File: config.mk
export PLATFORM = sky130hd
export DESIGN_NAME = km2d_sqdist
export DESIGN_NICKNAME = d
export VERILOG_FILES = /design/src/km2d_sqdist.sv
export SDC_FILE = /design/constraint.sdc
export NUM_CORES = 1
export LEC_CHECK = 0
export BUFFER_PORTS_ARGS = -buffer_cell sky130_fd_sc_hd__buf_4
export CAP_MARGIN = 25
export CORE_MARGIN = 10
export CORE_UTILIZATION = 35
export DETAILED_ROUTE_END_ITERATION = 8
export GPL_TIMING_DRIVEN = 0
export RECOVER_POWER = 100
export SLEW_MARGIN = 25
export SYNTH_ARGS = -nofsm -noshare
export SYNTH_HDL_FRONTEND = slang
export SYNTH_SLANG_ARGS = --single-unit
File: constraint.sdc
create_clock -name clk_i -period 4.66 [get_ports clk_i]
set_input_delay 0.233 -clock clk_i [delete_from_list [all_inputs] [get_ports clk_i]]
set_output_delay 0.233 -clock clk_i [all_outputs]
set_load 0.1 [all_outputs]
File: src/km2d_sqdist.sv
// ----------------------------------------------------------------------------
// km2d_sqdist
// Two-stage squared Euclidean distance: squares, then their sum.
// ----------------------------------------------------------------------------
`timescale 1ns / 1ps
`default_nettype none

module km2d_sqdist #(
  parameter int CW = 16
) (
  input  wire logic                 clk_i,
  input  wire logic                 rst_ni,
  input  wire logic                 valid_i,
  input  wire logic signed [CW-1:0] ax_i,
  input  wire logic signed [CW-1:0] ay_i,
  input  wire logic signed [CW-1:0] bx_i,
  input  wire logic signed [CW-1:0] by_i,
  output logic                      valid_o,
  output logic        [2*CW+1:0]    dist_o
);

  logic signed [CW:0]     dx, dy;
  logic signed [2*CW+1:0] sqx, sqy;
  logic [2*CW+1:0]        sqx_q, sqy_q, dist_q;
  logic                   v1_q, v2_q;

  assign dx  = (CW+1)'(ax_i) - (CW+1)'(bx_i);
  assign dy  = (CW+1)'(ay_i) - (CW+1)'(by_i);
  assign sqx = dx * dx;
  assign sqy = dy * dy;

  always_ff @(posedge clk_i or negedge rst_ni) begin
    if (!rst_ni) begin
      v1_q <= 1'b0;
      v2_q <= 1'b0;
    end else begin
      v1_q <= valid_i;
      v2_q <= v1_q;
    end
  end

  always_ff @(posedge clk_i) begin
    sqx_q  <= unsigned'(sqx);
    sqy_q  <= unsigned'(sqy);
    dist_q <= sqx_q + sqy_q;
  end

  assign valid_o = v2_q;
  assign dist_o  = dist_q;

endmodule

`default_nettype wire

==> metrics.md, run 1 <==
| Metric | Value |
|---|---|
| Outcome | finished with violations |
| Violated checks | negative setup slack |
| DIE AREA | 79,450 sq um |
| Critical path launch point type | input port |
| Critical Path AT | 7680 ps |
| Post-synth EDFFs | 0 |
| Nets@finish | 3,731 |
| DR vias | 17,780 |
| RR Startpoint | sqy_q[18] |
| Yosys top cell by area | fa_1 |
| Crit-path slowest cell | fa_1 |
| Most instantiated cells after synthesis | 702 x inv_1, 542 x fa_1, 233 x nor2_1 |
| CTS tree | built |
| Critical R2R Capture | dist_o[33] |
| Ys flop type | dfxtp_1 |
| Final instance area | 30,080 sq um |
| Fillers | 6,462 |
| Most frequent cell after synthesis | inv_1 |
| CTS sink cnt | 102 |
| Pin count of the biggest net entering global routing | 20 |
| Mapped Area | 24,000 sq um |
| DR WL met2 | 29,160 um |
| Total wire length | 57,670 um |
| Max Cap Violations | 0 |
| Slew @ Worst Pin | 1339 ps |
| Core Box Area | 67,630 sq um |
| Seq/Total Area, Yosys | 8.549% |
| FF-to-FF setup slack | 1510 ps |
| Final Hold Violating Endpoints | 0 |
| CTS clk-pin slew, worst paths | 70 ps |
| CTS buffer count | 9 |
| Worst skew pair latency | 360 ps |
| Setup-failing EPs final | 53 |
| Routed Antenna Nets | 0 |
| Die Wd | 281.9 um |
| Fin Hold WS | 182.5 ps |
| Met3 Wirelength | 2732 um |
| Avg Cell Area, Syn | 9.200 sq um |
| Post-synth ARST share | 1.961% |
| R2r worst-path depth | 10 |
| Minimum clock period | 7424 ps |
| Synth Net Count | 3,450 |
| Layout Area Growth over Synthesis | 25.31% |
| Setup WS post-layout | -2764 ps |
| DP Area | 26,710 sq um |
| Drt initial violations | 784 |
| Placed wire-length estimate | 46,850 um |
| Htree depth | 3 |
| Synthesized flop and latch total | 102 |
| Hold Crit Class | in2async |
| Wire length on met1 | 25,120 um |
| WP data required | 4910 ps |
| I/O pin count | 102 |
| CTS max path bufs | 2 |
| Clock root cell | clkbuf_16 |
| First-pass DRT Iterations | 6 |
| Layout Skew | 5.841 ps |
| PortBufs | 101 |
| Period utilisation layout | 159.3% |
| Fmax | 134.7 MHz |
| Final Max Slew Viols | 0 |
| GRT Util Overall | 14.80% |
| Top sig layer | met5 |
| Worst slew margin | 11.11% |
| Worst Path Max Fanout | 9 |
| Initial Utilization | 35.49% |
| Drt wl/cell | 15.31 um |
| Antenna cells | 0 |
| Drt drc | 0 |
| Initial antenna violation count | 2 |
| Cells after Synth | 2,609 |
| Die Y | 281.9 um |
| Global-route wire length before repair | 94,700 um |
| Critical path class | in2reg |
| Number of global-route vias before repair | 19,240 |
| Avg Vias per Cell | 4.717 |
| Max incr delay on CP | 580 ps |
| CP Capture Type | register |
| RSZ-0062 raised after global routing | yes |
| Synth area leaders | fa_1 45%, ha_1 12%, inv_1 11% |
| FP Rows | 95 |
| Layout cells sized above 1 | 22.76% |
| Placer Congestion | 0.8877 |
| Synth Warn # | 0 |
| Remaining Overflow, GRT | 0 |
| Synth unique cells | 71 |
| Yosys top cell area share | 45.20% |
sequential cells by signal, indices dropped and copies added (netlist names):
signal and cells:
dist_o 34, sqx_q 33, valid_o 1, v1_q 1, sqy_q 33
cell families (layout without fill, tap and decap cells):
logic type / count (synthesis) / in the layout / share of synthesized area, %
fa+ha+maj: 774 / 774 / 57.30
buf+inv: 766 / 1052 / 11.99
simple gates: 576 / 576 / 10.28
compound gates: 272 / 272 / 7.527
xor+xnor: 117 / 117 / 4.269
flops: 102 / 102 / 8.549
mux: 2 / 2 / 0.08341
worst max-delay path: cells and delay by family:
| kind | cells | cell delay (ps) |
|---|---|---|
| AND/OR/NAND/NOR | 3 | 290 |
| AO/OA/AOI/OAI | 13 | 2390 |
| XOR/XNOR | 2 | 320 |
| buffers and inverters | 10 | 950 |
| adder cells (fa/ha/maj) | 9 | 3500 |
through the flow:
stage                     util (%)  TNS (ps)  worst slack, ps  cells
after global placement       39.48   -153630            -3984   3583
after global routing         44.47   -117990            -3086   3768
final                        44.47   -104000            -2764   3768
after floorplan                  -    -93600            -2634   2609
after detailed placement     39.49   -153410            -4015   3583
after CTS                    42.65   -101650            -2729   3698
timing repair:
item | 4_1_cts | 5_1_grt
gates resized for setup | 228 | 227
hold endpoints to repair | 3 | 0
endpoints found under the setup margin | 55 | 54
buffers inserted | 101 | 76
hold buffers | 2 | 0
pin swaps | 125 | 138
cloned | 0 | 1
placed cells by master (no fill, tap or decap), types with 7 or more instances in the layout:
cell and count:
nor3_1 20, and3_1 9, o21ai_0 33, nor2_1 194, a21oi_4 9, nand2b_1 19, o21a_1 16, xnor2_2 11
buf_8 13, ha_1 182, clkbuf_8 9, xor2_1 22, a211oi_1 10, clkbuf_2 7, fa_2 23, clkbuf_16 12
xnor2_1 68, nand3_1 15, buf_6 39, xor2_4 7, buf_12 9, a21oi_2 33, o21ai_2 15, nand2_1 181
buf_4 191, dfxtp_1 100, fa_1 519, nor2_4 15, nor2b_1 10, ha_4 44, a21oi_1 45, inv_1 647
inv_2 50, nand2_2 18, a21o_1 25, nand2_4 12, nor2_2 24, clkbuf_1 47
area by class of cell:
cell class                      instances  area, sq um  share of cell area, %
Sequential cell                       102         2052                  6.822
Inverter                              711         2734                  9.089
Tap cell                              873         1092                  3.631
Clock buffer                           10        239.0                 0.7945
Multi-Input combinational cell       1741        21190                  70.45
Buffer                                 53        543.0                  1.805
Timing Repair Buffer                  272         2161                  7.184
Clock inverter                          6        66.31                 0.2205
worst max path at each step:
stage | from | endpoint | slack (ps) | depth (start not counted)
2_1_floorplan | ax_i[0] | sqx_q[32] | -2630 | 30
3_3_place_gp | ax_i[0] | sqx_q[33] | -3980 | 34
3_5_place_dp | ax_i[0] | sqx_q[33] | -4010 | 34
4_1_cts | ax_i[0] | sqx_q[33] | -2730 | 32
5_1_grt | ax_i[0] | sqx_q[33] | -3090 | 36
6_report | ax_i[0] | sqx_q[33] | -2760 | 37
per-layer routing:
layer / vias up / GRT usage [%]
met2: 286 / 25.85
met1: 9063 / 19.35
met4: 2 / 1.687
li1: 8370 / -
met3: 54 / 2.728
met5: - / 0
Power of run 1 is not shown: default switching activity piles up to over one toggle a cycle in this logic, so the estimate is an artifact.
==> run 2: changes to the inputs <==
--- a/config.mk
+++ b/config.mk
@@ -13,2 +13,3 @@
 export GPL_TIMING_DRIVEN = 0
+export MAX_ROUTING_LAYER = met4
 export RECOVER_POWER = 100
==> constraint.sdc (replaced) <==
create_clock -name clk_i -period 4.66 [get_ports clk_i]
set_input_delay 1.398 -clock clk_i [delete_from_list [all_inputs] [get_ports clk_i]]
set_output_delay 1.398 -clock clk_i [all_outputs]
set_load 0.1 [all_outputs]
==> run 2 against run 1 <==
Against the previous run:
- the run still ends with negative setup slack left
- non-clock buffer count fell by 27
- final cell count is 0.72% lower
- worst setup slack worse by 1200 ps
- sequential share of layout area up 0.099 points
- core utilization down 0.64 points
- register-to-register slack got worse by 40 ps
==> metrics.md, run 2 (same netlist as run 1, synthesis figures left out) <==
| Metric | Value |
|---|---|
| Outcome | finished with violations (unchanged) |
| Violated checks | negative setup slack (unchanged) |
| Slew @ Worst Pin | 1296 ps (was 1339 ps) |
| PortBufs | 101 (unchanged) |
| Critical path's top delay family | adder cells (unchanged) |
| Drt drc | 0 (unchanged) |
| Layout Area Growth over Synthesis | 23.51% (was 25.31%) |
| Initial Utilization | 35.49% (unchanged) |
| Remaining Overflow, GRT | 0 (unchanged) |
| RSZ-0062 raised after global routing | yes (unchanged) |
| Max incr delay on CP | 610 ps (was 580 ps) |
| Routed Antenna Nets | 0 (unchanged) |
| Avg Vias per Cell | 4.735 (was 4.717) |
| Core Box Area | 67,630 sq um (unchanged) |
| FP Rows | 95 (unchanged) |
| Clock root cell | clkbuf_16 (unchanged) |
| Multi-input gate area | 21,010 sq um (was 21,190 sq um) |
| FF-to-FF setup slack | 1470 ps (was 1510 ps) |
| CTS tree | built (unchanged) |
| Die Y | 281.9 um (unchanged) |
| Max FFs per register | 34 (unchanged) |
| Setup WS post-layout | -3995 ps (was -2764 ps) |
| DIE AREA | 79,450 sq um (unchanged) |
| Minimum clock period | 8655 ps (was 7424 ps) |
| Setup-failing EPs final | 59 (was 53) |
| Critical path buffers and inverters | 4 (was 10) |
| Placer Congestion | 0.8920 (was 0.8877) |
| CTS max path bufs | 2 (unchanged) |
| Crit-path slowest cell | fa_1 (unchanged) |
| GRT Util Overall | 15.17% (was 14.80%) |
| CTS sink cnt | 102 (unchanged) |
| Period utilisation layout | 185.7% (was 159.3%) |
| Most common cell on crit path | fa_1 |
| Worst slew margin | 13.94% (was 11.11%) |
| Pin count of the biggest net entering global routing | 20 (unchanged) |
| Final Hold Violating Endpoints | 0 (unchanged) |
| Number of global-route vias before repair | 19,130 (was 19,240) |
| Antenna cells | 0 (unchanged) |
| First-pass DRT Iterations | 5 (was 6) |
| Fmax | 115.5 MHz (was 134.7 MHz) |
| Nets@finish | 3,704 (was 3,731) |
| Critical path launch point type | input port (unchanged) |
| Htree depth | 3 (unchanged) |
| Drt wl/cell | 15.27 um (was 15.31 um) |
| Worst skew pair latency | 360 ps (about the same) |
| Initial antenna violation count | 0 (was 2) |
| WP data required | 4950 ps (was 4910 ps) |
| Hold Crit Class | reg2reg (was in2async) |
| Fin Hold WS | 362.6 ps (was 182.5 ps) |
| Commonest cells after routing, fill and taps aside | 648 x inv_1, 518 x fa_1, 194 x nor2_1 (was 647 x inv_1, 519 x fa_1, 194 x nor2_1) |
| Final Max Slew Viols | 0 (unchanged) |
| CP Capture Type | register (unchanged) |
| Placed wire-length estimate | 46,880 um (was 46,850 um) |
| Worst Path Max Fanout | 6 (was 9) |
| Critical path class | in2reg (unchanged) |
| Drt initial violations | 808 (was 784) |
| Max Cap Violations | 0 (unchanged) |
| Layout cells sized above 1 | 21.65% (was 22.76%) |
| Layout Skew | 9.946 ps (was 5.841 ps) |
| I/O pin count | 102 (unchanged) |
| CTS buffer count | 9 (unchanged) |
| CTS clk-pin slew, worst paths | 70 ps (about the same) |
| DR vias | 17,710 (was 17,780) |
| Commonest non-fill, non-tap cell in the layout | inv_1 (unchanged) |
| Total wire length | 57,130 um (was 57,670 um) |
| Die Wd | 281.9 um (unchanged) |
| Hold Buf Count CTS | 0 (was 2) |
| Fillers | 6,513 (was 6,462) |
| Seq. cell area | 2052 sq um (unchanged) |
| Global-route wire length before repair | 94,230 um (was 94,700 um) |
| Critical Path AT | 8950 ps (was 7680 ps) |
-- run 2: cell types whose count changed in the layout (fill, tap and decap cells not counted), moves of 3 or more --
cell,delta
buf_12,-6
nand3_4,-3
clkbuf_2,+4
o21ai_2,-3
buf_6,+4
buf_4,-27
-- run 2: worst paths after layout --
path,start,endpoint,cells after the start
worst max register to register,sqx_q[14],dist_o[33],10
worst min register to register,v1_q,valid_o,0
max in group asynchronous,rst_ni,v1_q,1
worst max-delay path,bx_i[0],sqx_q[32],30
worst min-delay path,v1_q,valid_o,0
min in group asynchronous,rst_ni,valid_o,1
-- run 2: repair_timing --
action	4_1_cts	5_1_grt
cloned	0	1
setup endpoints to repair	60	59
buffers inserted	104	62
endpoints found under the hold margin	0	0
gates resized for setup	238	174
pin swaps	135	123
-- run 2: layout make-up --
cell class	instances	share of cell area (%)
multi-input cells	1741	70.88
inverters	711	9.247
flip-flops and latches	102	6.921
repair buffers	247	6.520
well taps	873	3.684
plain buffers	51	1.768
clock buffers	9	0.7597
clock inverters	7	0.2195
-- run 2: stage by stage --
step / worst slack [ps] / util (%) / TNS, ps / instances / instance area (sq um)
final: -3995 / 43.84 / -170340 / 3741 / 29650
after global routing: -4311 / 43.84 / -184920 / 3741 / 29650
after CTS: -3974 / 42.90 / -168910 / 3698 / 29010
after detailed placement: -5149 / 39.67 / -223130 / 3583 / 26830
after global placement: -5160 / 39.66 / -222840 / 3583 / 26820
after floorplan: -3797 / - / -158480 / 2609 / 24970
-- run 2: metal layers --
metal,routed length (um),track usage [%]
met1,25000,19.25
met2,28790,25.79
met3,2722,2.620
met4,614,1.796
met5,0,-
Power of run 2 is left out for the same reason.
